$ cat config.mk
export PLATFORM = sky130hd
export DESIGN_NAME = ccpb_front
export DESIGN_NICKNAME = d
export VERILOG_FILES = /design/src/rtl/ccpb_pkg.sv /design/src/rtl/ccpb_front.sv
export SDC_FILE = /design/constraint.sdc
export NUM_CORES = 2
export LEC_CHECK = 0
export ABC_AREA = 1
export BUFFER_PORTS_ARGS = -buffer_cell sky130_fd_sc_hd__buf_4
export CAP_MARGIN = 5
export CORE_MARGIN = 2
export CORE_UTILIZATION = 29
export CTS_BUF_LIST = sky130_fd_sc_hd__clkbuf_2 sky130_fd_sc_hd__clkbuf_4 sky130_fd_sc_hd__clkbuf_8
export DETAILED_ROUTE_END_ITERATION = 10
export PLACE_DENSITY = 0.52
export SETUP_SLACK_MARGIN = 0.2
export SYNTH_ARGS = -nofsm -noshare
export SYNTH_HDL_FRONTEND = slang
export SYNTH_SLANG_ARGS = --single-unit
$ cat constraint.sdc
create_clock -name clk -period 28.7 [get_ports clk]
set_input_delay 5.74 -clock clk [delete_from_list [all_inputs] [get_ports clk]]
set_output_delay 5.74 -clock clk [all_outputs]
set_load 0.1 [all_outputs]
$ cat src/rtl/ccpb_pkg.sv
package ccpb_pkg;

  localparam int MAX_WIDTH_DEF  = 2048;
  localparam int MAX_KERNEL_DEF = 31;

  // job fields sized for the largest parameter values
  localparam int COL_W   = 13;
  localparam int SLOT_W  = 6;
  localparam int KW      = 6;
  localparam int QUEUE_DEPTH = 4;

  localparam logic [2:0] CFG_HEIGHT = 3'd0;
  localparam logic [2:0] CFG_WIDTH  = 3'd1;
  localparam logic [2:0] CFG_RADIUS = 3'd2;
  localparam logic [2:0] CFG_GAIN   = 3'd3;
  localparam logic [2:0] CFG_OFFSET = 3'd4;
  localparam logic [2:0] CFG_KERNEL = 3'd5;

  typedef struct packed {
    logic [11:0]   height;
    logic [13:0]   width_eff;
    logic [11:0]   radius;
    logic [7:0]    gain;
    logic [7:0]    offset;
    logic [KW-1:0] k_eff;
    logic [15:0]   wsum;
  } cfg_t;

  typedef struct packed {
    logic              is_blur;
    logic              last;
    logic [11:0]       row;
    logic [COL_W-1:0]  col;
    logic [SLOT_W-1:0] slot;
    logic [7:0]        blue;
    logic [7:0]        green;
    logic [7:0]        red;
  } job_t;

  typedef logic [31:0][15:0] wsum_tbl_t;

  function automatic wsum_tbl_t build_wsum_tbl();
    wsum_tbl_t t;
    int s, m;
    t = '0;
    for (int k = 1; k < 32; k++) begin
      s = 0;
      for (int a = 0; a < k; a++) begin
        for (int b = 0; b < k; b++) begin
          m = a;
          if (b < m) m = b;
          if (k - 1 - a < m) m = k - 1 - a;
          if (k - 1 - b < m) m = k - 1 - b;
          s = s + 1 + m;
        end
      end
      t[k] = 16'(s);
    end
    return t;
  endfunction

  localparam wsum_tbl_t WSUM_TBL = build_wsum_tbl();

endpackage

$ cat src/rtl/ccpb_front.sv
module ccpb_front #(
  parameter int MAX_WIDTH  = ccpb_pkg::MAX_WIDTH_DEF,
  parameter int MAX_KERNEL = ccpb_pkg::MAX_KERNEL_DEF
) (
  input  logic                 clk,
  input  logic                 rst_n,
  input  ccpb_pkg::cfg_t       cfg,
  input  logic                 in_push,
  output logic                 in_full,
  input  logic [7:0]           in_pix_blue,
  input  logic [7:0]           in_pix_green,
  input  logic [7:0]           in_pix_red,
  input  logic                 in_frame_start,
  output logic                 ram_we,
  output logic [$clog2(MAX_WIDTH)+((MAX_KERNEL > 1) ? $clog2(MAX_KERNEL) : 1)-1:0] ram_waddr,
  output logic [23:0]          ram_wdata,
  output logic                 q_push,
  output ccpb_pkg::job_t       q_job,
  input  logic                 q_full,
  input  logic                 blur_done
);

  localparam int CW = $clog2(MAX_WIDTH);
  localparam int SW = (MAX_KERNEL > 1) ? $clog2(MAX_KERNEL) : 1;

  localparam logic [2:0] F_IDLE = 3'd0;
  localparam logic [2:0] F_SQ   = 3'd1;
  localparam logic [2:0] F_CMP  = 3'd2;
  localparam logic [2:0] F_PB   = 3'd3;
  localparam logic [2:0] F_PC   = 3'd4;

  function automatic logic [13:0] absdiff(logic [13:0] x, logic [13:0] y);
    return (x >= y) ? (x - y) : (y - x);
  endfunction

  logic [2:0]    st_r;
  logic [11:0]   row_r;
  logic [CW-1:0] col_r;
  logic [SW-1:0] slot_r;
  logic          pend_r;

  logic [11:0]   i_r, ar_r;
  logic [CW-1:0] j_r, ac_r;
  logic [SW-1:0] aslot_r;
  logic [23:0]   rgb_r;
  logic          geom_r;
  logic [27:0]   sqai_r, sqaj_r, sqci_r, sqcj_r;
  logic [23:0]   r2_r;
  logic          bnda_r, bndc_r;
  logic          blur_go_r, con_go_r;

  logic          accept;
  logic [11:0]   i_base;
  logic [CW-1:0] j_base, j_eff;
  logic [SW-1:0] s_base;
  logic [13:0]   ch, cw, ch2, cw2;
  logic [13:0]   dai, daj, dci, dcj;
  logic          in_a, in_c;
  logic [6:0]    aslot_t;

  assign in_full = (st_r != F_IDLE) || pend_r;
  assign accept  = in_push && !in_full;

  always_comb begin
    i_base  = in_frame_start ? '0 : row_r;
    j_base  = in_frame_start ? '0 : col_r;
    s_base  = in_frame_start ? '0 : slot_r;
    j_eff   = (14'(j_base) >= cfg.width_eff) ? '0 : j_base;
    aslot_t = 7'(s_base) + 7'(MAX_KERNEL) + 7'd1 - 7'(cfg.k_eff);
    if (aslot_t >= 7'(MAX_KERNEL)) aslot_t = aslot_t - 7'(MAX_KERNEL);
  end

  assign ram_we    = accept;
  assign ram_waddr = {s_base, j_eff};
  assign ram_wdata = {in_pix_red, in_pix_green, in_pix_blue};

  // circle centre and bounds
  always_comb begin
    ch  = 14'(cfg.height[11:1]);
    cw  = 14'(cfg.width_eff[13:1]);
    ch2 = {ch[12:0], 1'b0};
    cw2 = {cw[12:0], 1'b0};
    dai = absdiff(14'(ar_r), ch);
    daj = absdiff(14'(ac_r), cw);
    dci = absdiff(14'(i_r), ch);
    dcj = absdiff(14'(j_r), cw);
    in_a = bnda_r && ((29'(sqai_r) + 29'(sqaj_r)) <= 29'(r2_r));
    in_c = bndc_r && ((29'(sqci_r) + 29'(sqcj_r)) <= 29'(r2_r));
  end

  always_comb begin
    q_push = 1'b0;
    q_job  = '0;
    q_job.row   = i_r;
    q_job.col   = ccpb_pkg::COL_W'(j_r);
    q_job.red   = rgb_r[23:16];
    q_job.green = rgb_r[15:8];
    q_job.blue  = rgb_r[7:0];
    q_job.last  = 1'b1;
    if (st_r == F_PB) begin
      q_push        = blur_go_r;
      q_job.is_blur = 1'b1;
      q_job.row     = ar_r;
      q_job.col     = ccpb_pkg::COL_W'(ac_r);
      q_job.slot    = ccpb_pkg::SLOT_W'(aslot_r);
      q_job.last    = !con_go_r;
    end else if (st_r == F_PC) begin
      q_push = con_go_r;
    end
  end

  always_ff @(posedge clk) begin
    if (accept) begin
      i_r     <= i_base;
      j_r     <= j_eff;
      rgb_r   <= {in_pix_red, in_pix_green, in_pix_blue};
      geom_r  <= (14'(i_base) + 14'd1 >= 14'(cfg.k_eff)) &&
                 (14'(j_eff) + 14'd1 >= 14'(cfg.k_eff)) &&
                 (i_base < cfg.height);
      ar_r    <= 12'(14'(i_base) + 14'd1 - 14'(cfg.k_eff));
      ac_r    <= CW'(14'(j_eff) + 14'd1 - 14'(cfg.k_eff));
      aslot_r <= SW'(aslot_t);
    end
    if (st_r == F_SQ) begin
      sqai_r <= dai * dai;
      sqaj_r <= daj * daj;
      sqci_r <= dci * dci;
      sqcj_r <= dcj * dcj;
      r2_r   <= cfg.radius * cfg.radius;
      bnda_r <= (14'(ar_r) <= ch2) && (14'(ac_r) <= cw2);
      bndc_r <= (14'(i_r) <= ch2) && (14'(j_r) <= cw2);
    end
    if (st_r == F_CMP) begin
      blur_go_r <= geom_r && !in_a;
      con_go_r  <= in_c;
    end
    if (!rst_n) begin
      st_r   <= F_IDLE;
      row_r  <= '0;
      col_r  <= '0;
      slot_r <= '0;
      pend_r <= 1'b0;
    end else begin
      if (q_push && !q_full && q_job.is_blur) begin
        pend_r <= 1'b1;
      end else if (blur_done) begin
        pend_r <= 1'b0;
      end
      unique case (st_r)
        F_IDLE: begin
          if (accept) begin
            st_r <= F_SQ;
            if (14'(j_eff) + 14'd1 >= cfg.width_eff) begin
              col_r <= '0;
              if (13'(i_base) + 13'd1 >= 13'(cfg.height)) begin
                row_r  <= '0;
                slot_r <= '0;
              end else begin
                row_r  <= i_base + 12'd1;
                slot_r <= (7'(s_base) + 7'd1 == 7'(MAX_KERNEL)) ? '0 : s_base + SW'(1);
              end
            end else begin
              col_r  <= j_eff + CW'(1);
              row_r  <= i_base;
              slot_r <= s_base;
            end
          end
        end
        F_SQ:  st_r <= F_CMP;
        F_CMP: st_r <= F_PB;
        F_PB: begin
          if (!blur_go_r || !q_full) st_r <= F_PC;
        end
        F_PC: begin
          if (!con_go_r || !q_full) st_r <= F_IDLE;
        end
        default: st_r <= F_IDLE;
      endcase
    end
  end

`ifndef ASSERT_OFF
  // line store must not be overwritten while a window is still being read
  a_pend_blocks: assert property (@(posedge clk) disable iff (!rst_n)
    pend_r |-> !accept) else $error("pixel taken during window read");
  a_pend_set: assert property (@(posedge clk) disable iff (!rst_n)
    (q_push && !q_full && q_job.is_blur) |=> pend_r)
    else $error("blur job queued without hold");
`endif

endmodule

After elaboration in Yosys (flattened, before gate mapping):

Cells that the tools add are included.

* reductions and logical operators: 23
* muxes and demuxes: 24
* eq/ne operators: 8
* $lt $le $gt $ge: 17
* multiply operators: 5
* $add $sub $neg: 23

Operator list (number)
* $mul A14 B14 Y28: 4
* $add A28 B28 Y29: 2
* $le A29 B24 Y1: 2
* $mux W14: 4
* $mux W12: 3
* $mux W11: 3
* $mux W33: 1
* $le A11 B14 Y1: 2
* $sub A11 B13 Y14: 2
* $sub A13 B11 Y14: 2
* $add A12 B1 Y13 const B: 2
* $ge A11 B13 Y1: 2
* $sub A11 B12 Y13: 2
* $sub A12 B11 Y13: 2
* $mux W5: 5
* $ge A12 B11 Y1: 2
* $le A12 B12 Y1: 2
* $mul A12 B12 Y24: 1
* $pmux W3 S5: 1
* $ge A11 B14 Y1: 1
* $ge A12 B14 Y1: 1
* $ge A13 B12 Y1: 1
* $ge A13 B6 Y1: 1
* $add A11 B1 Y12 const B: 1
* 29 further kinds: 51

* logic and storage cells: 121
* register bits after elaboration: 248

Logic depth before layout (Yosys ltp):

* depth after elaboration: 7
* depth in mapped cells: 41

Worst setup path before layout:

No wires, ideal clock.

* kind: input port to output port
* start: in in_frame_start
* end: out ram_waddr[4] (netlist bit)
* cell stages on the path: 11
* arrival time: 8361 ps
* slack: 14599 ps
* path buffers: 2
* cells stage by stage: buf_2 buf_4 nor2_1 ha_1 nand2_1 inv_1 nand2_1 nand2_1 nand3_1 nand3_2 nor2_1

* longest elaborated chain between the ends: 3

Ends and longest elaborated chain
* start: declaration: line ccpb_front.sv:13 `input logic in_frame_start,`
* $mux W11 *: line ccpb_front.sv:66 `j_base = in_frame_start ? '0 : col_r;`
* $ge A11 B14 Y1: line ccpb_front.sv:68 `j_eff = (14'(j_base) >= cfg.width_eff) ? '0 : j_base;`
* $mux W11 *: line ccpb_front.sv:68
* end: declaration: line ccpb_front.sv:15 `output logic [$clog2(MAX_WIDTH)+((MAX_KERNEL > 1) ? $clog2(MAX_KERNEL) : 1)-1:0] ram_waddr,`

Mark *: on every way between the ends. The rest lies on a longest branch, timed or not.

Worst setup path after layout:

Ends and elaborated chain as after synthesis.

==> results.json <==
{
  "root_buffer": "clkbuf_8",
  "worst_path_largest_cell_delay_ns": 0.45,
  "final.setup.tns_ns": 0,
  "die_h_um": 409,
  "drv_cap": 0,
  "synth_edf_count": 211,
  "period_needed_ns": 14.04,
  "ff_latch_area_sq_um": 6980,
  "outcome": "complete, no violations",
  "grt.total_usage": 0.153,
  "placed_area_sq_um": 51000,
  "cts_buffers": 48,
  "hold_path.class": "reg2reg",
  "antenna_found_initial": 1,
  "area_growth_pct": 9.60,
  "start_util": 0.292,
  "cts_hold_buf": 0,
  "fillers": 17410,
  "clkTransAtPathRegs_ns": 0.05,
  "synthArstFlopShare": 0,
  "worst_path_most_repeated_cell": "nand2_1",
  "tightest_slew_ns": 0.927,
  "ys_warn_count": 0,
  "rsz0062_at_grt": "no",
  "syn_area_per_cell_sq_um": 8.04,
  "first_global_vias": 39311,
  "clock-sinks": 243,
  "postCtsSetupBuffers": 0,
  "cts_tree": "yes",
  "io_buffer_count": 170,
  "drv_slew": 0,
  "critPathArrivalTime_ns": 8.30,
  "dr.pass1.iters": 5,
  "path_cells": "buf_4 -> inv_2 -> nand2_1 -> inv_1 -> ha_1 -> nand2_1 -> nand2_1 -> a21oi_1 -> nand2_1 -> nand2_2 -> nand3_2 -> nor2_1 -> buf_4",
  "ys_ff_latch": 243,
  "fmax_mhz": 71.2,
  "endpoint_kind": "output pin",
  "antenna_left": 0,
  "die_x_um": 409,
  "overflow": 0,
  "fp.coreArea_sq_um": 163000,
  "cp_slowest_cell": "nor2_1",
  "multi_input_area_sq_um": 34900,
  "crit_path_start_kind": "primary input",
  "ys_seq_area_frac": 0.147,
  "final_cell_area_sq_um": 52100,
  "row_count": 148,
  "clock_skew_ns": 0.0595,
  "first_iter_violations": 2258,
  "synthDistinctLibCells": 74,
  "ios": 206,
  "place_congestion": 0.892,
  "ys.flop_type": "edfxtp_1",
  "die_area_sq_um": 167000,
  "worstSetupPathType": "in2out",
  "num_vias": 38290,
  "max_slew_margin": 0.382,
  "setup_violations": 0,
  "htree_levels": 2,
  "ctsResizeCount": 0,
  "grt_max_degree": 69,
  "crit_fanout": 22,
  "cp.required_ns": 22.96,
  "final.period_utilization": 0.489,
  "clock_latency_ns": 0.69,
  "layout.nets": 7408,
  "layout-drive-gt1-share": 0.0627,
  "synth_cells": 5908,
  "clk_path_buf_depth": 3,
  "synth.cell_area_sq_um": 47500,
  "grt_first_pass_wirelength_mm": 208,
  "hpwl_mm": 109,
  "wl_per_cell_um": 15.5,
  "drt_wl_total_mm": 128,
  "remaining_drc_errors": 0,
  "vias_per_cell": 4.64,
  "final_hold_viol_count": 0
}
## layer usage
metal / GRT usage / share of wire / vias to the layer above
met4: 0.0296 / 0.018 / 0
met5: 0 / 0 / -
met1: 0.209 / 0.47 / 18429
met2: 0.259 / 0.47 / 812
li1: - / - / 18920
met3: 0.0210 / 0.049 / 129
## synth_stat cells (26+ instances only)
library cell	n	area, sq um
nand2_1	999	3750
ha_1	711	8900
o21bai_1	26	195
nor2_1	503	1890
a21oi_1	377	1890
nor3_1	61	305
clkbuf_1	36	135
fa_1	552	11100
nand4_1	58	363
xnor2_1	70	613
dfxtp_1	32	641
o21ai_0	203	1020
nand3_1	158	791
xor2_1	194	1700
inv_1	1320	4950
a31oi_1	29	181
buf_4	34	255
edfxtp_1	211	6340
a21o_1	27	203
## final timing paths
kind | start | endpoint | slack [ns] | cells past startpoint
setup / recovery | in_frame_start | ram_waddr[4] | 14.66 | 13
hold reg to reg | col_r[9]$_SDFFE_PN0P_ | col_r[9]$_SDFFE_PN0P_ | 0.46 | 2
hold / removal | col_r[9]$_SDFFE_PN0P_ | col_r[9]$_SDFFE_PN0P_ | 0.46 | 2
setup reg to reg | j_r[0]$_DFFE_PP_ | sqcj_r[26]$_DFFE_PP_ | 19.88 | 34
## per-stage QoR
step | hold slack (ns) | setup WS (ns) | cells | util
3_3_place_gp | 0.452 | 14.17 | 8164 | 0.313
6_report | 0.462 | 14.66 | 8255 | 0.320
2_1_floorplan | 0.445 | 14.60 | 5910 | -
5_1_grt | 0.476 | 14.36 | 8253 | 0.320
4_1_cts | 0.464 | 14.68 | 8253 | 0.320
3_5_place_dp | 0.455 | 14.23 | 8164 | 0.313
## sequential cells by signal (all words and copies together) (netlist names), 23 cells and up
register and cells:
sqai_r 27, sqcj_r 27, rgb_r 24, r2_r 23, sqaj_r 27, sqci_r 27
## critical path, delay by kind of cell
family,cells,cell delay [ns]
buffers and inverters,4,0.97
adders and majority gates,1,0.31
and+or+nand+nor,7,1.16
AOI/OAI and AO/OA,1,0.11
## logic make-up after synthesis
kind of cell | synth area share
flops | 0.147
mux | 0.000211
compound gates | 0.0974
simple gates | 0.164
buf+inv | 0.119
xor+xnor | 0.0524
other cells | 0.0000789
fa+ha+maj | 0.420
## final cells by class
| cell class | count | share of cell area |
|---|---|---|
| clock inverters | 25 | 0.00464 |
| flip-flops and latches | 243 | 0.134 |
| inverters | 1349 | 0.0974 |
| multi-input cells | 4213 | 0.670 |
| diodes | 2 | 0.0000961 |
| repair buffers | 184 | 0.0265 |
| clock buffers | 64 | 0.0154 |
| well taps | 2175 | 0.0523 |
## layout by cell type (no fill, tap or decap), types with 6 or more instances in the layout
master    Yosys  final
o211ai_1     12     12
xor2_1      194    194
o21ai_0     203    203
clkbuf_8      0     51
nand4_1      58     58
clkinv_1      6     13
nor4_1       18     18
a211oi_1     14     14
xnor2_1      70     70
fa_1        552    552
a21boi_0      9      9
dfxtp_1      32     32
buf_4        34    184
nand3b_1      6      6
nand3_1     158    158
a21oi_1     377    377
o21ai_2       8      8
o221ai_1     10     10
o21ai_1      12     12
a31oi_1      29     29
a22oi_1      16     16
clkinv_2      0     10
nand2_1     999    999
nor3_1       61     59
inv_1      1320   1319
nand2_2      16     16
nor2_2       17     17
nand3_2       6      6
inv_2        20     20
o21a_1       20     20
a21o_1       27     27
edfxtp_1    211    211
o21bai_1     26     26
nor3_2        4      6
clkbuf_4      0     13
nor2_1      503    503
or2_2         6      6
ha_1        711    711
Power is not shown: default switching activity piles up to over one toggle a cycle in this logic, so the estimate is an artifact.
