**config.mk**
```make
export PLATFORM = sky130hd
export DESIGN_NAME = ccpb_queue
export DESIGN_NICKNAME = d
export VERILOG_FILES = /design/src/rtl/ccpb_pkg.sv /design/src/rtl/ccpb_queue.sv
export SDC_FILE = /design/constraint.sdc
export NUM_CORES = 1
export LEC_CHECK = 0
export ABC_CLOCK_PERIOD_IN_PS = 4300
export BUFFER_PORTS_ARGS = -buffer_cell sky130_fd_sc_hd__buf_2
export CORE_MARGIN = 2
export CORE_UTILIZATION = 35
export DETAILED_ROUTE_END_ITERATION = 12
export SLEW_MARGIN = 15
export SYNTH_ARGS = -nofsm -noshare
export SYNTH_HDL_FRONTEND = slang
export SYNTH_SLANG_ARGS = --single-unit
```
**constraint.sdc**
```tcl
create_clock -name clk -period 4.3 [get_ports clk]
set_input_delay 1.075 -clock clk [delete_from_list [all_inputs] [get_ports clk]]
set_output_delay 1.075 -clock clk [all_outputs]
set_load 0.05 [all_outputs]
```
**src/rtl/ccpb_pkg.sv**
```systemverilog
package ccpb_pkg;

  localparam int MAX_WIDTH_DEF  = 2048;
  localparam int MAX_KERNEL_DEF = 31;

  // job fields sized for the largest parameter values
  localparam int COL_W   = 13;
  localparam int SLOT_W  = 6;
  localparam int KW      = 6;
  localparam int QUEUE_DEPTH = 4;

  localparam logic [2:0] CFG_HEIGHT = 3'd0;
  localparam logic [2:0] CFG_WIDTH  = 3'd1;
  localparam logic [2:0] CFG_RADIUS = 3'd2;
  localparam logic [2:0] CFG_GAIN   = 3'd3;
  localparam logic [2:0] CFG_OFFSET = 3'd4;
  localparam logic [2:0] CFG_KERNEL = 3'd5;

  typedef struct packed {
    logic [11:0]   height;
    logic [13:0]   width_eff;
    logic [11:0]   radius;
    logic [7:0]    gain;
    logic [7:0]    offset;
    logic [KW-1:0] k_eff;
    logic [15:0]   wsum;
  } cfg_t;

  typedef struct packed {
    logic              is_blur;
    logic              last;
    logic [11:0]       row;
    logic [COL_W-1:0]  col;
    logic [SLOT_W-1:0] slot;
    logic [7:0]        blue;
    logic [7:0]        green;
    logic [7:0]        red;
  } job_t;

  typedef logic [31:0][15:0] wsum_tbl_t;

  function automatic wsum_tbl_t build_wsum_tbl();
    wsum_tbl_t t;
    int s, m;
    t = '0;
    for (int k = 1; k < 32; k++) begin
      s = 0;
      for (int a = 0; a < k; a++) begin
        for (int b = 0; b < k; b++) begin
          m = a;
          if (b < m) m = b;
          if (k - 1 - a < m) m = k - 1 - a;
          if (k - 1 - b < m) m = k - 1 - b;
          s = s + 1 + m;
        end
      end
      t[k] = 16'(s);
    end
    return t;
  endfunction

  localparam wsum_tbl_t WSUM_TBL = build_wsum_tbl();

endpackage

```
**src/rtl/ccpb_queue.sv**
```systemverilog
module ccpb_queue (
  input  logic              clk,
  input  logic              rst_n,
  input  logic              push,
  input  ccpb_pkg::job_t    push_job,
  output logic              full,
  input  logic              pop,
  output ccpb_pkg::job_t    pop_job,
  output logic              empty
);

  localparam int PW = $clog2(ccpb_pkg::QUEUE_DEPTH);
  localparam int CNTW = $clog2(ccpb_pkg::QUEUE_DEPTH + 1);

  ccpb_pkg::job_t  slot_r [ccpb_pkg::QUEUE_DEPTH];
  logic [PW-1:0]   wp_r, rp_r;
  logic [CNTW-1:0] cnt_r;
  logic            do_push, do_pop;

  assign full    = (cnt_r == CNTW'(ccpb_pkg::QUEUE_DEPTH));
  assign empty   = (cnt_r == '0);
  assign do_push = push && !full;
  assign do_pop  = pop && !empty;
  assign pop_job = slot_r[rp_r];

  always_ff @(posedge clk) begin
    if (do_push) begin
      slot_r[wp_r] <= push_job;
    end
    if (!rst_n) begin
      wp_r  <= '0;
      rp_r  <= '0;
      cnt_r <= '0;
    end else begin
      if (do_push) wp_r <= wp_r + PW'(1);
      if (do_pop)  rp_r <= rp_r + PW'(1);
      if (do_push && !do_pop) begin
        cnt_r <= cnt_r + CNTW'(1);
      end else if (do_pop && !do_push) begin
        cnt_r <= cnt_r - CNTW'(1);
      end
    end
  end

endmodule

```
### After elaboration in Yosys (flattened, before gate mapping)

Memory sizes are Yosys's and may differ from the RTL's. A register that Yosys moved wholly into a read port is not among the register bits.
Cells that the tools add are included.

| storage, ports and cells | value |
|---|---|
| input bits | 61 |
| output and inout port bits | 59 |
| memory bits (writable) | 228 |
| word-level logic and storage cells | 25 |
| memories kept | 1 |
| flip-flop bits (word level) | 7 |

Memory list:

| name | depth | bits a word | rd ports | clocked after memory_dff | wr ports | line | RTL |
|---|---|---|---|---|---|---|---|
| slot_r | 4 | 57 | 1 | 1 | 1 | ccpb_queue.sv:15 | `ccpb_pkg::job_t slot_r [ccpb_pkg::QUEUE_DEPTH];` |

| cells by class | value |
|---|---|
| multiplexer cells | 6 |
| $add $sub $neg | 4 |
| eq/ne operators | 1 |
| reduce and logical (&&, ||, !) cells | 10 |

Operators with widths:

| kind | number |
|---|---|
| $mux W3 | 2 |
| $add A2 B1 Y2 const B | 2 |
| $logic_and A1 B1 Y1 | 4 |
| $logic_not A1 Y1 | 4 |
| $mux W2 | 2 |
| $add A3 B1 Y3 const B | 1 |
| $eq A3 B3 Y1 const B | 1 |
| $logic_not A3 Y1 | 1 |
| $sub A3 B1 Y3 const B | 1 |
| $mux W1 | 2 |
| $reduce_bool A2 Y1 | 1 |

### Logic depth before layout (Yosys ltp)

Gate-level depths: netlist of run 1.

| depth | value |
|---|---|
| depth in word-level cells | 7 |
| mapped depth | 9 |
| mapped depth without buffers | 8 |

### Worst setup path before layout of run 1

OpenSTA, ideal clock, no wires.

| timing path | value |
|---|---|
| path kind | input to register |
| start point | in push |
| end point | mem slot_r[0][0] (netlist bit), enable pin |
| buffers on the path | 1 |
| setup time | 0.421 ns |
| slack | 1.164 ns |
| arrival | 2.715 ns |
| data required time | 3.879 ns |
| stages | 3 |
| path through | nor2b_1 buf_2 and2_1 |

| on the way | value |
|---|---|
| cells in the longest elaborated chain, start to end | 3 |

Ends and longest elaborated chain:

| item | line | RTL |
|---|---|---|
| start, declared | ccpb_queue.sv:4 | `input logic push,` |
| $logic_and A1 B1 Y1 | ccpb_queue.sv:22 | `assign do_push = push && !full;` |
| via do_push | ccpb_queue.sv:18 | `logic do_push, do_pop;` |
| $mux W1 | ccpb_queue.sv:27 | `if (do_push) begin` |
| $mux W1 (not written as such) | ccpb_queue.sv:28 | `slot_r[wp_r] <= push_job;` |
| end, declared | ccpb_queue.sv:15 |  |

The timed path passes the listed nets, and every way through them passes these cells.

==> out/metrics.yaml, run 1 <==
status: "finished clean"
r2r_slack_ns: 1.82
fillers: 2142
grt_max_degree: 58
first_pass_iters: 4
grt_pass1_vias: 4365
cts_resized: 0
row_count: 57
cts_hold_buffers: 0
wl_per_cell_um: 18.9
insertion_delay_ns: 0.50
p_int_mw: 4.76
required_ns: 3.22
reg2regPathDepth: 8
holdPathStages: 2
nNetsFinal: 546
regArea_um2: 7030
whs_endpoint: "wp_r[1]$_SDFFE_PN0P_"
synthArstFlopShare: 0
yosys-top-cells-count: "228 x edfxtp_1, 57 x mux4_2, 9 x dfxtp_1, 8 x and2_1"
syn_area_um2: 8700
vdd_drop_max_mv: 0.366
yosysWarningCount: 0
switching_share: 0.336
clock_sinks: 237
seq_area_frac_synth: 0.808
start_util: 0.357
p_comb_frac: 0.299
drive_gt1_frac: 0.443
multi_input_area_um2: 1580
hold_slack_ns: 0.523
drt_iter0_drc: 191
cts_tree: "done"
synthTopCellsByArea: "edfxtp_1 79%, mux4_2 15%, dfxtp_1 2.1%, ha_1 0.72%, and2_1 0.58%"
cts-root-buf: "clkbuf_16"
min_from: "wp_r[1]$_SDFFE_PN0P_"
hpwl_mm: 8.63
cp_data_arrival_time_ns: 2.22
rsz0062_at_grt: "false"
synth_fp_nets: 412
power_switching_mw: 2.41
postCtsSetupRepairBufs: 0
regToRegStartpoint: "cnt_r[0]$_SDFFE_PN0P_"
clockPowerShare: 0.293
drt_wl_total_mm: 15.5
synth-edff-count: 228
ys_ff_latch: 237
vias: 3887
syn_inst: 345
die_h_um: 162
fin_crit_sh: 0.767
crit_fanout: 31
dieArea_um2: 26100
cts_htree_levels: 1
tightest_slew_ns: 0.945
numCtsBuffers: 25
fin_util: 0.428
ios: 120
synthFlopType: "edfxtp_1"
worst_setup_path_end_kind: "output pin"
p_leak_nw: 3.48
fp.dieW_um: 162
cts_max_path_buffers: 3
viasPerCell: 4.73
reg2reg_to: "cnt_r[2]$_SDFFE_PN0P_"
final_cell_area_um2: 10400
antenna_found_initial: 1
max_freq_mhz: 303
grtUsageTotal: 0.121
core_area_um2: 24400
clkSlewWorstSetupHoldPaths_ns: 0.06
critPathLaunchType: "flop"
slew_headroom: 0.370
drv_cap: 0
drv_slew: 0
syn_to_final_growth_pct: 20.0
grt_overflow: 0
placed_area_um2: 9640
p_per_area_nw_per_um2: 686
syn_area_per_cell_um2: 25.2
synthMostInstantiatedCell: "edfxtp_1"
skew_ns: 0.00499
hold_violations: 0
power_mw: 7.17
port_buffers: 119
drc: 0
worstSetupPathType: "reg2out"
drtAntennaViolNets: 0
seqPwrFrac: 0.408
place_congestion: 0.664
hold_class: "reg2reg"
post-route-min-period_ns: 3.30
fin_tns_setup_ns: 0
setup_violations: 0
synth_top_area_frac: 0.787
grt_pass1_wl_mm: 24.4
yosys.area.top_type: "edfxtp_1"
yosysUniqueCellTypes: 23
==> metrics by stage <==
stage,std cells,setup slack (ns)
finish,822,1.00
global route,821,0.855
CTS,821,0.907
detailed placement,776,1.27
global placement,776,1.38
floorplan,345,1.16
==> metal layers <==
| metal | vias to the layer above | share of wire | track usage |
|---|---|---|---|
| met5 | - | 0 | 0 |
| met4 | 0 | 0.023 | 0.0350 |
| met3 | 25 | 0.058 | 0.0309 |
| met2 | 103 | 0.50 | 0.204 |
| met1 | 2027 | 0.42 | 0.155 |
| li1 | 1732 | - | - |
==> cell type report <==
class                   instances  area share
clock buffers                  36      0.0658
repair buffers                121      0.0585
multi-input cells              91       0.151
diodes                          1    0.000240
flip-flops and latches        237       0.673
well taps                     324      0.0388
clock inverters                 9      0.0113
inverters                       3     0.00108
==> cells by family (layout without fill, tap and decap cells) <==
kind of cell    after synthesis  in the layout  synth area share
fa+ha+maj                     6              6           0.00949
xor+xnor                      4              4           0.00403
compound gates                4              4           0.00388
other cells                   0              1                 0
buf+inv                      17            169            0.0124
flops                       237            237             0.808
mux                          60             60             0.151
simple gates                 17             17            0.0116
==> flip-flops by register name, indices dropped and copies added, names as in the netlist, named ones only <==
signal and count:
cnt_r 3, rp_r 2, slot_r 228, wp_r 2
==> how the worst max path moves through the flow <==
stage / startpoint / endpoint / cells past startpoint
after floorplan: push / slot_r[0][0]$_DFFE_PP_ / 3
after global placement: push / cnt_r[2]$_SDFFE_PN0P_ / 8
after detailed placement: push / cnt_r[2]$_SDFFE_PN0P_ / 8
after CTS: flop / pop_job[12] / 3
after global routing: flop / pop_job[12] / 3
final: flop / pop_job[12] / 3
==> critical path, stage by stage, from the launching register on <==
cell	delay, ns
dfxtp_4	0.34
buf_4	0.49
mux4_2	0.61
buf_2	0.23
==> cell usage in the layout, fill, tap and decap left out, types with 4 or more instances in the layout <==
master / synthesis / layout
edfxtp_1: 228 / 228
buf_2: 5 / 119
mux4_2: 57 / 57
clkbuf_16: 0 / 25
clkbuf_1: 3 / 9
dfxtp_1: 9 / 7
ha_1: 5 / 5
and2_4: 0 / 4
and2_1: 8 / 4
nand2_1: 4 / 4
clkinv_2: 0 / 4
==> power by group through the flow <==
| stage | clock (mW) | sequential [mW] | combinational [mW] |
|---|---|---|---|
| 6_report | 2.10 | 2.92 | 2.15 |
| 5_1_grt | 2.24 | 2.95 | 2.28 |
| 4_1_cts | 2.16 | 2.93 | 2.20 |
| 3_5_place_dp | 0 | 2.98 | 2.19 |
| 3_3_place_gp | 0 | 2.96 | 2.18 |
| 2_1_floorplan | 0 | 2.91 | 1.79 |
Note: power is estimated with default switching activity, not from simulation.
==> run 2, diff against run 1 <==
--- a/config.mk
+++ b/config.mk
@@ -5,7 +5,7 @@
 export SDC_FILE = /design/constraint.sdc
 export NUM_CORES = 1
 export LEC_CHECK = 0
-export ABC_CLOCK_PERIOD_IN_PS = 4300
+export ABC_CLOCK_PERIOD_IN_PS = 2700
 export BUFFER_PORTS_ARGS = -buffer_cell sky130_fd_sc_hd__buf_2
 export CORE_MARGIN = 2
 export CORE_UTILIZATION = 35
==> constraint.sdc (replaced) <==
create_clock -name clk -period 2.7 [get_ports clk]
set_input_delay 0.675 -clock clk [delete_from_list [all_inputs] [get_ports clk]]
set_output_delay 0.675 -clock clk [all_outputs]
set_load 0.05 [all_outputs]
==> run 2 against run 1 <==
Net effect: hold slack lost 0.15 ns; utilization grew 0.69 points; final cell count grew 1.3%; register-to-register slack lost 1.3 ns; sequential share of layout area shrank 1.1 points; non-clock buffer count grew 15; sequential cell count is the same; combinational power grew 69%; largest cell class unchanged; count of clock-buffer cells in the layout shrank 6; via count grew 1.9%; global-route usage grew 0.79 points.
==> out/metrics.yaml, run 2 (synthesis gave the netlist of run 1 again) <==
final_cell_area_um2: 10600  # +1.6%
rsz0062_at_grt: "true"
grt_pass1_wl_mm: 25.5  # +4.2%
drv_cap: 0  # unchanged
max_flop_register: "slot_r"
syn_to_final_growth_pct: 22.0
fin_crit_sh: 0.964
cts_tree: "done"
antenna_found_initial: 1  # unchanged
viasPerCell: 4.75  # +0.53%
placed_area_um2: 9830  # +2.0%
finalNonFillerCells: 833  # +1.3%
pre_cts_slack_ns: 0.373  # -0.898 ns
grtUsageTotal: 0.129  # +0.00793
clock_sinks: 237  # unchanged
dp.cells: 788  # +1.5%
start_util: 0.357  # unchanged
nNetsFinal: 561  # +2.7%
layout_commonest_cell: "edfxtp_1"
drc: 0  # unchanged
cts-root-buf: "clkbuf_16"
regToRegStartpoint: "cnt_r[0]$_SDFFE_PN0P_"
clkSlewWorstSetupHoldPaths_ns: 0.06  # about the same
grt_pass1_vias: 4349  # -0.37%
dieArea_um2: 26100  # unchanged
crit_fanout: 18  # -42%
row_count: 57  # unchanged
p_leak_nw: 3.56  # +2.3%
min_from: "push_job[44]"
slew_headroom: 0.697  # +0.327
grt_max_degree: 28  # -52%
hold_class: "in2reg"
reg2reg_to: "cnt_r[2]$_SDFFE_PN0P_"
drive_gt1_frac: 0.460  # +0.0171
holdPathStages: 1  # -1
reg2regPathDepth: 8  # unchanged
setup_ws_ns: 0.0967  # -0.905 ns
crit_chain: "buf_12, mux4_2, buf_2"
cp_top_family: "multiplexers"
cts_max_path_buffers: 3  # unchanged
worstSetupPathType: "reg2out"
place_congestion: 0.650  # -2.1%
fp.dieW_um: 162  # unchanged
tightest_slew_ns: 0.455  # -0.491 ns
status: "finished clean"
whs_endpoint: "slot_r[3][44]$_DFFE_PP_"
drt_wl_total_mm: 16.7  # +7.5%
vias: 3960  # +1.9%
fin_util: 0.435  # +0.00693
r2r_slack_ns: 0.56  # -1.26 ns
cts_htree_levels: 1  # unchanged
layout_common_cells: "228 x edfxtp_1, 119 x buf_2, 57 x mux4_2"
grt_overflow: 0  # unchanged
numCtsBuffers: 25  # unchanged
p_per_area_nw_per_um2: 1080  # +57%
worst_setup_path_end_kind: "output pin"
critPathLaunchType: "flop"
die_h_um: 162  # unchanged
hpwl_mm: 10.3  # +19%
hold_violations: 0  # unchanged
insertion_delay_ns: 0.51  # about the same
drv_slew: 0  # unchanged
first_pass_iters: 4  # unchanged
wl_per_cell_um: 20.0  # +6.0%
required_ns: 2.03  # -1.19 ns
vdd_drop_max_mv: 0.511  # +40%
skew_ns: 0.0152  # +0.0102 ns
critPathMaxStageDelay_ns: 0.53  # -0.08 ns
max_freq_mhz: 384
port_buffers: 119  # unchanged
fillers: 2134  # -0.37%
cts_hold_buffers: 0  # unchanged
crit_slowest_cell: "mux4_2"
worst-path-buf-inv: 2  # unchanged
antennaDiodeCount: 0  # -1
fin_tns_setup_ns: 0  # unchanged
reg_top3: "slot_r: 228 flops, cnt_r: 3 flops"
post-route-min-period_ns: 2.60
largest_register_ffs: 228  # unchanged
setup_violations: 0  # unchanged
drtAntennaViolNets: 0  # unchanged
core_area_um2: 24400  # unchanged
drt_iter0_drc: 216  # +13%
ios: 120  # unchanged
cp_data_arrival_time_ns: 1.93  # -0.29 ns
[run 2: changes by cell type in the layout (fill, tap and decap cells not counted), moves of 2 or more]
cell,before,now
clkinv_1,2,4
clkbuf_1,9,5
clkbuf_8,2,0
buf_12,0,8
buf_4,2,8
[run 2: worst max-delay path by stage]
stage                       endpoint  cells past startpoint                   from  slack (ns)
2_1_floorplan  cnt_r[2]$_SDFFE_PN0P_                      9  cnt_r[2]$_SDFFE_PN0P_        0.34
3_3_place_gp   cnt_r[2]$_SDFFE_PN0P_                      8                   push        0.42
3_5_place_dp   cnt_r[2]$_SDFFE_PN0P_                      8                   push        0.37
4_1_cts                  pop_job[45]                      3                   flop        0.03
5_1_grt                  pop_job[43]                      3                   flop      -0.005
6_report                 pop_job[43]                      3                   flop         0.1
[run 2: worst register-to-register path, stage by stage, from the launching register on]
cell      delay, ns
dfxtp_1        0.49
nor3b_2        0.10
nor2b_1        0.20
ha_1           0.22
inv_1          0.07
fa_1           0.38
xor2_1         0.17
or3_1          0.30
a21boi_0       0.15
[run 2: metal layers]
layer	vias up	track usage	share of wire
li1	1768	-	-
met1	2056	0.162	0.41
met2	108	0.225	0.52
met3	26	0.0319	0.057
met4	2	0.0302	0.019
met5	-	0	0.00072
[run 2: what timing repair did]
action | in CTS | in global routing
setup buffers | 3 | 0
endpoints found under the setup margin | 47 | 1
hold endpoints to repair | 0 | 0
resized for setup | 1 | 0
[run 2: stage by stage]
stage | power (mW) | hold slack [ns]
global route | 11.9 | 0.353
CTS | 11.6 | 0.346
finish | 11.4 | 0.377
detailed placement | 8.40 | 0.505
floorplan | 7.48 | 0.468
global placement | 8.34 | 0.476
[run 2: where the power goes]
group	total (mW)	internal, mW	switching, mW
Combinational	3.64	1.21	2.44
Clock	3.18	1.88	1.29
Sequential	4.63	4.47	0.156
Total	11.4	7.56	3.89
[run 2: cell type report]
| type | instances | area, um2 | area share |
|---|---|---|---|
| flip-flops and latches | 237 | 7030 | 0.663 |
| multi-input cells | 91 | 1580 | 0.149 |
| repair buffers | 136 | 827 | 0.0779 |
| clock buffers | 30 | 644 | 0.0607 |
| well taps | 324 | 405 | 0.0382 |
| clock inverters | 12 | 115 | 0.0108 |
| inverters | 3 | 11.3 | 0.00106 |
