File: src/rtl/ccpb_pkg.sv
package ccpb_pkg;

  localparam int MAX_WIDTH_DEF  = 2048;
  localparam int MAX_KERNEL_DEF = 31;

  // job fields sized for the largest parameter values
  localparam int COL_W   = 13;
  localparam int SLOT_W  = 6;
  localparam int KW      = 6;
  localparam int QUEUE_DEPTH = 4;

  localparam logic [2:0] CFG_HEIGHT = 3'd0;
  localparam logic [2:0] CFG_WIDTH  = 3'd1;
  localparam logic [2:0] CFG_RADIUS = 3'd2;
  localparam logic [2:0] CFG_GAIN   = 3'd3;
  localparam logic [2:0] CFG_OFFSET = 3'd4;
  localparam logic [2:0] CFG_KERNEL = 3'd5;

  typedef struct packed {
    logic [11:0]   height;
    logic [13:0]   width_eff;
    logic [11:0]   radius;
    logic [7:0]    gain;
    logic [7:0]    offset;
    logic [KW-1:0] k_eff;
    logic [15:0]   wsum;
  } cfg_t;

  typedef struct packed {
    logic              is_blur;
    logic              last;
    logic [11:0]       row;
    logic [COL_W-1:0]  col;
    logic [SLOT_W-1:0] slot;
    logic [7:0]        blue;
    logic [7:0]        green;
    logic [7:0]        red;
  } job_t;

  typedef logic [31:0][15:0] wsum_tbl_t;

  function automatic wsum_tbl_t build_wsum_tbl();
    wsum_tbl_t t;
    int s, m;
    t = '0;
    for (int k = 1; k < 32; k++) begin
      s = 0;
      for (int a = 0; a < k; a++) begin
        for (int b = 0; b < k; b++) begin
          m = a;
          if (b < m) m = b;
          if (k - 1 - a < m) m = k - 1 - a;
          if (k - 1 - b < m) m = k - 1 - b;
          s = s + 1 + m;
        end
      end
      t[k] = 16'(s);
    end
    return t;
  endfunction

  localparam wsum_tbl_t WSUM_TBL = build_wsum_tbl();

endpackage

File: src/rtl/ccpb_back.sv
module ccpb_back #(
  parameter int MAX_WIDTH  = ccpb_pkg::MAX_WIDTH_DEF,
  parameter int MAX_KERNEL = ccpb_pkg::MAX_KERNEL_DEF
) (
  input  logic                 clk,
  input  logic                 rst_n,
  input  ccpb_pkg::cfg_t       cfg,
  input  logic                 q_empty,
  input  ccpb_pkg::job_t       q_job,
  output logic                 q_pop,
  output logic                 ram_re,
  output logic [$clog2(MAX_WIDTH)+((MAX_KERNEL > 1) ? $clog2(MAX_KERNEL) : 1)-1:0] ram_raddr,
  input  logic [23:0]          ram_rdata,
  output logic                 blur_done,
  output logic                 out_empty,
  input  logic                 out_pop,
  output logic [11:0]          out_row,
  output logic [10:0]          out_col,
  output logic [7:0]           out_blue,
  output logic [7:0]           out_green,
  output logic [7:0]           out_red,
  output logic                 out_from_circle,
  output logic                 out_last_of_run
);

  localparam int CW = $clog2(MAX_WIDTH);
  localparam int SW = (MAX_KERNEL > 1) ? $clog2(MAX_KERNEL) : 1;
  localparam int KW = ccpb_pkg::KW;

  localparam logic [2:0] B_IDLE = 3'd0;
  localparam logic [2:0] B_CMUL = 3'd1;
  localparam logic [2:0] B_CSAT = 3'd2;
  localparam logic [2:0] B_BLUR = 3'd3;
  localparam logic [2:0] B_DIV  = 3'd4;
  localparam logic [2:0] B_OUT  = 3'd5;

  logic [2:0]     st_r;
  ccpb_pkg::job_t job_r;
  logic [KW-1:0]  a_r, b_r;
  logic [SW-1:0]  slot_r;
  logic           iss_r, v1_r, v2_r;
  logic [KW-1:0]  w_d1_r;
  logic [13:0]    prod_r [3];
  logic [23:0]    acc_r [3];
  logic [23:0]    rem_r [3];
  logic [7:0]     q_r [3];
  logic [15:0]    con_r [3];
  logic [2:0]     bit_r;
  logic [15:0]    ws_r;
  logic [7:0]     res_r [3];
  logic           out_vld_r;
  logic [11:0]    o_row_r;
  logic [10:0]    o_col_r;
  logic [7:0]     o_ch_r [3];
  logic           o_circ_r, o_last_r;

  logic [KW-1:0]  km1, ra, cb, wt;
  logic           last_b, last_a;
  logic [23:0]    trial;
  logic [23:0]    rem_nxt [3];
  logic [7:0]     q_nxt [3];
  logic [7:0]     pix [3];
  logic [7:0]     job_ch [3];
  logic [16:0]    sum [3];

  assign q_pop     = (st_r == B_IDLE) && !q_empty;
  assign out_empty = !out_vld_r;

  assign pix[0] = ram_rdata[7:0];
  assign pix[1] = ram_rdata[15:8];
  assign pix[2] = ram_rdata[23:16];
  assign job_ch[0] = job_r.blue;
  assign job_ch[1] = job_r.green;
  assign job_ch[2] = job_r.red;

  // pyramid weight of the current tap
  always_comb begin
    km1    = cfg.k_eff - KW'(1);
    ra     = (a_r <= km1 - a_r) ? a_r : (km1 - a_r);
    cb     = (b_r <= km1 - b_r) ? b_r : (km1 - b_r);
    wt     = KW'(1) + ((ra <= cb) ? ra : cb);
    last_b = (b_r == km1);
    last_a = (a_r == km1);
  end

  assign ram_re    = (st_r == B_BLUR) && iss_r;
  assign ram_raddr = {slot_r, CW'(job_r.col[CW-1:0] + CW'(b_r))};
  assign blur_done = ram_re && last_a && last_b;

  // one restoring step per cycle, eight quotient bits
  always_comb begin
    trial = 24'(ws_r) << bit_r;
    for (int c = 0; c < 3; c++) begin
      rem_nxt[c] = rem_r[c];
      q_nxt[c]   = q_r[c];
      if (rem_r[c] >= trial) begin
        rem_nxt[c] = rem_r[c] - trial;
        q_nxt[c]   = q_r[c] | (8'd1 << bit_r);
      end
      sum[c] = 17'(con_r[c]) + 17'(cfg.offset);
    end
  end

  always_ff @(posedge clk) begin
    w_d1_r <= wt;
    for (int c = 0; c < 3; c++) begin
      prod_r[c] <= pix[c] * w_d1_r;
    end
    unique case (st_r)
      B_IDLE: begin
        if (!q_empty) begin
          job_r  <= q_job;
          a_r    <= '0;
          b_r    <= '0;
          slot_r <= q_job.slot[SW-1:0];
          iss_r  <= 1'b1;
          ws_r   <= (cfg.wsum == '0) ? 16'd1 : cfg.wsum;
          for (int c = 0; c < 3; c++) acc_r[c] <= '0;
        end
      end
      B_CMUL: begin
        for (int c = 0; c < 3; c++) con_r[c] <= job_ch[c] * cfg.gain;
      end
      B_CSAT: begin
        for (int c = 0; c < 3; c++) begin
          res_r[c] <= (sum[c] > 17'd255) ? 8'd255 : sum[c][7:0];
        end
      end
      B_BLUR: begin
        if (iss_r) begin
          if (last_b) begin
            b_r <= '0;
            if (last_a) begin
              iss_r <= 1'b0;
            end else begin
              a_r    <= a_r + KW'(1);
              slot_r <= (7'(slot_r) + 7'd1 == 7'(MAX_KERNEL)) ? '0 : slot_r + SW'(1);
            end
          end else begin
            b_r <= b_r + KW'(1);
          end
        end
        if (v2_r) begin
          for (int c = 0; c < 3; c++) acc_r[c] <= acc_r[c] + 24'(prod_r[c]);
        end
        if (!iss_r && !v1_r && !v2_r) begin
          bit_r <= 3'd7;
          for (int c = 0; c < 3; c++) begin
            rem_r[c] <= acc_r[c];
            q_r[c]   <= '0;
          end
        end
      end
      B_DIV: begin
        bit_r <= bit_r - 3'd1;
        for (int c = 0; c < 3; c++) begin
          rem_r[c] <= rem_nxt[c];
          q_r[c]   <= q_nxt[c];
          res_r[c] <= q_nxt[c];
        end
      end
      default: begin
      end
    endcase
    if ((st_r == B_OUT) && (!out_vld_r || out_pop)) begin
      o_row_r  <= job_r.row;
      o_col_r  <= 11'(job_r.col);
      o_circ_r <= !job_r.is_blur;
      o_last_r <= job_r.last;
      for (int c = 0; c < 3; c++) o_ch_r[c] <= res_r[c];
    end
    if (!rst_n) begin
      st_r      <= B_IDLE;
      out_vld_r <= 1'b0;
      v1_r      <= 1'b0;
      v2_r      <= 1'b0;
    end else begin
      v1_r <= ram_re;
      v2_r <= v1_r;
      if ((st_r == B_OUT) && (!out_vld_r || out_pop)) begin
        out_vld_r <= 1'b1;
      end else if (out_pop) begin
        out_vld_r <= 1'b0;
      end
      unique case (st_r)
        B_IDLE: begin
          if (!q_empty) st_r <= q_job.is_blur ? B_BLUR : B_CMUL;
        end
        B_CMUL: st_r <= B_CSAT;
        B_CSAT: st_r <= B_OUT;
        B_BLUR: begin
          if (!iss_r && !v1_r && !v2_r) st_r <= B_DIV;
        end
        B_DIV: begin
          if (bit_r == 3'd0) st_r <= B_OUT;
        end
        B_OUT: begin
          if (!out_vld_r || out_pop) st_r <= B_IDLE;
        end
        default: st_r <= B_IDLE;
      endcase
    end
  end

  assign out_row         = o_row_r;
  assign out_col         = o_col_r;
  assign out_blue        = o_ch_r[0];
  assign out_green       = o_ch_r[1];
  assign out_red         = o_ch_r[2];
  assign out_from_circle = o_circ_r;
  assign out_last_of_run = o_last_r;

`ifndef ASSERT_OFF
  a_drained: assert property (@(posedge clk) disable iff (!rst_n)
    (st_r == B_DIV) |-> (!v1_r && !v2_r && !iss_r))
    else $error("divide started before window sum complete");
  a_ws_nonzero: assert property (@(posedge clk) disable iff (!rst_n)
    (st_r == B_DIV) |-> (ws_r != '0)) else $error("zero divisor");
`endif

endmodule

File: config.mk
export PLATFORM = sky130hd
export DESIGN_NAME = ccpb_back
export DESIGN_NICKNAME = d
export VERILOG_FILES = /design/src/rtl/ccpb_pkg.sv /design/src/rtl/ccpb_back.sv
export SDC_FILE = /design/constraint.sdc
export NUM_CORES = 2
export LEC_CHECK = 0
export BUFFER_PORTS_ARGS = -buffer_cell sky130_fd_sc_hd__buf_2
export CORE_ASPECT_RATIO = 1.5
export CORE_MARGIN = 2
export CORE_UTILIZATION = 57
export CTS_BUF_LIST = sky130_fd_sc_hd__clkbuf_16
export DETAILED_ROUTE_END_ITERATION = 8
export GPL_ROUTABILITY_DRIVEN = 0
export PLACE_DENSITY = 0.86
export SLEW_MARGIN = 20
export SYNTH_ARGS = -nofsm -noshare
export SYNTH_HDL_FRONTEND = slang
export SYNTH_SLANG_ARGS = --single-unit
File: constraint.sdc
create_clock -name clk -period 5 [get_ports clk]
set_input_delay 0.25 -clock clk [delete_from_list [all_inputs] [get_ports clk]]
set_output_delay 0.25 -clock clk [all_outputs]
set_load 0.01 [all_outputs]
# Word-level counts from Yosys, hierarchy flattened
# Memory sizes are Yosys's and may differ from the RTL's.
# Cells that the tools add are included.
word_totals:
  ff_bits: 123
  ramBits: 306
  in_bits: 161
  out_inout_bits: 69
  word_cells: 192
  mem_count: 7
classes:
  add_sub_neg: 19
  multipliers: 6
  order_cmp: 9
  eq_ne: 15
  shift: 2
  mux: 70
  n_bitwise: 16
  reduce_logical: 26
memory_table:
  columns: ["memory", "words", "width", "rd", "rd_ports_with_merged_regs", "write_ports", "line", "text"]
  rows:
  - ["acc_r", 3, 24, 3, 0, 3, "ccpb_back.sv:44", "logic [23:0] acc_r [3];"]
  - ["rem_r", 3, 24, 3, 0, 3, "ccpb_back.sv:45", "logic [23:0] rem_r [3];"]
  - ["con_r", 3, 16, 3, 0, 3, "ccpb_back.sv:47", "logic [15:0] con_r [3];"]
  - ["prod_r", 3, 14, 3, 0, 3, "ccpb_back.sv:43", "logic [13:0] prod_r [3];"]
  - ["o_ch_r", 3, 8, 3, 0, 3, "ccpb_back.sv:54", "logic [7:0] o_ch_r [3];"]
  - ["q_r", 3, 8, 3, 0, 3, "ccpb_back.sv:46", "logic [7:0] q_r [3];"]
  - ["1 more memories", null, null, null, null, null, null, null]
op_table:
  columns: ["operator", "n"]
  rows:
  - ["$mux 24", 9]
  - ["$mux 8", 12]
  - ["$add 24x14->24", 3]
  - ["$ge 24x24->1", 3]
  - ["$sub 24x24->24", 3]
  - ["$mux 6", 9]
  - ["$add 16x8->17", 3]
  - ["$gt 17x8->1 const B", 3]
  - ["$mul 8x8->16", 3]
  - ["$mul 8x6->14", 3]
  - ["$mux 5", 5]
  - ["$or 8x8->8", 3]
  - ["$pmux 6 s2", 2]
  - ["$shl 16x3->24", 1]
  - ["$mux 1", 23]
  - ["$le 6x6->1", 3]
  - ["$pmux 3 s6", 1]
  - ["$logic_not 16->1", 1]
  - ["$mux 3", 5]
  - ["$add 6x1->6 const B", 2]
  - ["$eq 6x6->1", 2]
  - ["$or 1x1->1", 12]
  - ["$sub 6x6->6", 2]
  - ["$add 11x6->11", 1]
  - ["26 further kinds", 49]

# Logic depth before layout (Yosys ltp)
depth:
  ltp_word: 7
  ltp_mapped: 26
  mapped_depth_nobuf: 26

# Least setup slack after synthesis
# OpenSTA, ideal clock, no wires.
synth_path:
  path_type: "reg2reg"
  startpoint: "register bit_r[0] (netlist name)"
  endpoint: "memory rem_r[0][0] (enable)"
  setup_ps: 442
  arrival_time_ps: 5001
  t_required_ps: 4558
  slack_ps: -443
  stages_incl_launch_ff: 15
  path_buffers: 1
  synth_period_minus_slack_ps: 5443
  path_cell_list: "edfxtp_1 buf_1 inv_2 nand2_1 nor3_1 ha_1 fa_1 nand2b_1 a211oi_1 o221ai_2 a21oi_2 a31o_1 a311o_1 o21ai_1 a21boi_0"
synth_rtl:
  columns: ["item", "line"]
  rows:
  - ["to (decl)", "ccpb_back.sv:45"]

# Final worst setup path
layout_path:
  startpoint: "register b_r[3]"
  endpoint: "register w_d1_r[5]"
layout_via:
  elab_chain_len: 6
layout_rtl:
  columns: ["item", "line", "text"]
  rows:
  - ["from (decl)", "ccpb_back.sv:39", "logic [KW-1:0] a_r, b_r;"]
  - ["from (signal assigned)", "ccpb_back.sv:140", "b_r <= b_r + KW'(1);"]
  - ["$sub 6x6->6", "ccpb_back.sv:80", "cb = (b_r <= km1 - b_r) ? b_r : (km1 - b_r);"]
  - ["$le 6x6->1", "ccpb_back.sv:80", null]
  - ["$mux 6 (*)", "ccpb_back.sv:80", null]
  - ["$le 6x6->1", "ccpb_back.sv:81", "wt = KW'(1) + ((ra <= cb) ? ra : cb);"]
  - ["$mux 6 (*)", "ccpb_back.sv:81", null]
  - ["$add 1x6->6 (*)", "ccpb_back.sv:81", null]
  - ["named net wt[5]", "ccpb_back.sv:57", "logic [KW-1:0] km1, ra, cb, wt;"]
  - ["to (signal assigned)", "ccpb_back.sv:105", "w_d1_r <= wt;"]
  - ["to (decl)", "ccpb_back.sv:42", "logic [KW-1:0] w_d1_r;"]
# The timed path passes the listed nets; every way through them passes the cells marked *.
# A chain may end at the register's enable or synchronous reset.

==> impl_metrics.tcl <==
set metrics [dict create \
    library_cells_used_by_synthesis 86 \
    die_area_um2 62700 \
    wire_per_inst_um 19.13 \
    totalPowerFinal_mw 21.57 \
    power_density_nw_per_um2 552.0 \
    vdd_ir_drop_max_mv 0.3589 \
    synthesis.yosys.warnings 0 \
    tightest_slew_margin_relative_to_the_limit_pct 24.30 \
    cts_inserted_buffers 43 \
    worst_hold_path.num_cells 3 \
    hpwl_um 63540 \
    core_utilization_of_the_finished_layout_pct 65.10 \
    track_usage_pct 28.18 \
    total_leakage_power_nw 17.23 \
    antenna_left 0 \
    fin_crit_sh_pct 97.39 \
    post_route_cells_drive_above_1_share_pct 10.59 \
    grt_max_degree 73 \
    final.setup_skew_ps 29.21 \
    switching_share_pct 42.03 \
    syn_nets 4176 \
    power_frac_comb_pct 58.7 \
    critical_path.startpoint_type "flop" \
    placed_area_um2 36720 \
    critPathArrivalTime_ps 5390 \
    timing.critical_path.fanout_max 7 \
    drc_errors_left 0 \
    power_frac_seq_pct 25.4 \
    netlist.area_leader.share_pct 32.56 \
    setup_crit_path_kind "reg2reg" \
    routed_via_density 5.997 \
    avgSynthCellArea_um2 9.978 \
    final_design_area_no_fill_um2 39070 \
    numPortBuffers 188 \
    type_of_the_most_critical_hold_path "in2reg" \
    cts.sink_count 429 \
    setup.worst_path.end_class "flop" \
    post_synth_main_area_contributors "sky130_fd_sc_hd__edfxtp_1 (33%), sky130_fd_sc_hd__ha_1 (13%), sky130_fd_sc_hd__fa_1 (11%)" \
    synth_seq_area_share_pct 35.69 \
    post_synth_edffs 375 \
    netlist_area_um2 34580 \
    post-place-cells 4409 \
    cts-root-buf "sky130_fd_sc_hd__clkbuf_16" \
    fin_tns_setup_ps 0 \
    setup_viol 0 \
    route.vias.total 27425 \
    final_nets 4461 \
    async_flop_share_pct 0 \
    initial_core_util_pct 57.63 \
    timing_hold_violations_final 0 \
    worst_hold_slack_ps 90.53 \
    ys.flop_type "sky130_fd_sc_hd__edfxtp_1" \
    clk_transition_reported_paths_ps 60 \
    synth.most_common_cell "sky130_fd_sc_hd__nand2_1" \
    clk_latency_ps 610 \
    ioPinCount 230 \
    worstPathRequired_ps 5520 \
    worst-slew-pin-transition_ps 1129 \
    clockPowerShare_pct 15.9 \
    finalWorstSetupSlack_ps 130.4 \
    dp_worst_setup_slack_ps -312.6 \
    cap_violations 0 \
    area.growth.synth_to_final_pct 12.96 \
    die_height_um 305.7 \
    final.min_clock_period_ps 4870 \
    synthCells 3466 \
    total_length_of_routed_wires_um 87500 \
    r2r.worst_path.cells 18 \
    number_of_global_route_vias_before_repair 28755 \
    cell_internal_pwr_mw 12.50 \
    power.net_switching_mw 9.064 \
    core_area_um2 60010 \
    final_instance_count_excl_fillers 4573 \
    dieWidth_um 205.1 \
    row_count 110 \
    ctsHtreeMaxLevel 2 \
    grt_first_pass_wirelength_um 140400 \
    grt_antenna_before_repair 7 \
    global_route.overflow_total 0 \
    detail_route.iter0.violations 1766 \
    drt_first_pass_iters 6 \
    synth_top_area_cell "sky130_fd_sc_hd__edfxtp_1" \
    synth.ff_latch_count 429 \
    outcome "finished, final reports clean" \
    cts_tree "built" \
    most_instantiated_cells_after_synthesis "sky130_fd_sc_hd__nand2_1 (396), sky130_fd_sc_hd__edfxtp_1 (375), sky130_fd_sc_hd__ha_1 (354), sky130_fd_sc_hd__inv_1 (336), sky130_fd_sc_hd__fa_1 (195)" \
    cts_max_path_buffers 3 \
    maxClockFrequency_ghz 0.2054 \
    final_max_slew_viol_count 0 \
]
-- kinds of logic (layout without fill, tap and decap cells) --
group,after synthesis,after routing,share of synthesized area [%]
mux,61,61,2.015
simple gates,1115,1115,15.94
flops,429,429,35.69
fa+ha+maj,549,549,24.09
other cells,0,3,0
compound gates,680,680,12.68
buf+inv,444,764,4.826
xor+xnor,188,188,4.761
-- worst paths after layout --
path / start / to / slack [ps]
min reg2reg: job_r[49]$_DFFE_PP_ / out_row[6]$_DFFE_PP_ / 420
max reg2reg: b_r[3]$_SDFFCE_PN0P_ / w_d1_r[5]$_DFF_P_ / 130
min: ram_rdata[17] / prod_r[0][29]$_DFF_P_ / 90
max: b_r[3]$_SDFFCE_PN0P_ / w_d1_r[5]$_DFF_P_ / 130
-- final cells by class --
class | instances | area (µm²)
fill | 4494 | 20940
multi-input combinational | 2593 | 20670
sequential | 429 | 12340
timing repair buffer | 347 | 2320
inverter | 337 | 1266
clock buffer | 46 | 1151
tap | 784 | 980.9
clock inverter | 34 | 326.6
antenna | 3 | 7.507
-- power by group through the flow --
stage	clock (mW)	combinational, mW	sequential (mW)
after global routing	3.59	14.3	5.54
after global placement	0	11.8	5.50
after floorplan	0	9.48	5.31
final	3.44	12.7	5.47
after detailed placement	0	12.3	5.52
after CTS	3.46	12.5	5.46
-- flip-flops by register name, indices dropped and copies added (netlist names), 24 cells and up --
signal,flops
acc_r,72
job_r,25
o_ch_r,24
rem_r,72
q_r,24
con_r,48
job_ch,24
prod_r,42
res_r,24
-- placed cells by master (no fill, tap or decap), types with 46 or more instances in the layout --
cell type and instances:
sky130_fd_sc_hd__buf_2 188, sky130_fd_sc_hd__o21ai_0 163, sky130_fd_sc_hd__and2_1 178, sky130_fd_sc_hd__nand2_1 392, sky130_fd_sc_hd__nand3_1 54, sky130_fd_sc_hd__ha_1 354
sky130_fd_sc_hd__edfxtp_1 375, sky130_fd_sc_hd__xor2_1 69, sky130_fd_sc_hd__nor2_1 175, sky130_fd_sc_hd__dfxtp_1 54, sky130_fd_sc_hd__inv_1 344, sky130_fd_sc_hd__xnor2_1 118
sky130_fd_sc_hd__buf_4 85, sky130_fd_sc_hd__clkbuf_16 46, sky130_fd_sc_hd__a21o_1 68, sky130_fd_sc_hd__a21oi_1 177, sky130_fd_sc_hd__dlygate4sd3_1 74, sky130_fd_sc_hd__fa_1 195
sky130_fd_sc_hd__nor3_1 70
-- what timing repair did --
item                                   CTS  global route
hold buffers                            74             0
gates resized for setup                  3            17
pin swaps                                1             7
endpoints found under the hold margin   79             0
setup endpoints to repair                1             5
buffers inserted                         0             7
cloned                                   0             0
-- critical path, stage by stage (launching register included) --
cell	delay, ps
sky130_fd_sc_hd__edfxtp_1	490
sky130_fd_sc_hd__inv_1	100
sky130_fd_sc_hd__ha_1	380
sky130_fd_sc_hd__a21boi_0	230
sky130_fd_sc_hd__o21ai_1	130
sky130_fd_sc_hd__a21o_1	200
sky130_fd_sc_hd__and2_1	150
sky130_fd_sc_hd__ha_1	310
sky130_fd_sc_hd__and4_1	240
sky130_fd_sc_hd__a221o_1	350
sky130_fd_sc_hd__nand2_2	150
sky130_fd_sc_hd__mux2_2	380
sky130_fd_sc_hd__ha_1	290
sky130_fd_sc_hd__nand3_1	80
sky130_fd_sc_hd__o21bai_2	230
sky130_fd_sc_hd__a21oi_4	300
sky130_fd_sc_hd__mux2i_2	290
sky130_fd_sc_hd__nor4bb_4	330
sky130_fd_sc_hd__xnor2_1	160
-- metal layers --
| metal | vias up | GRT usage [%] | share of wire [%] |
|---|---|---|---|
| met5 | - | 0 | 0.089 |
| met4 | 12 | 18.20 | 7.2 |
| met3 | 419 | 4.776 | 5.9 |
| met2 | 1096 | 52.57 | 53 |
| met1 | 13152 | 28.48 | 34 |
| li1 | 12746 | - | - |
(Power assumes the default switching activity.)
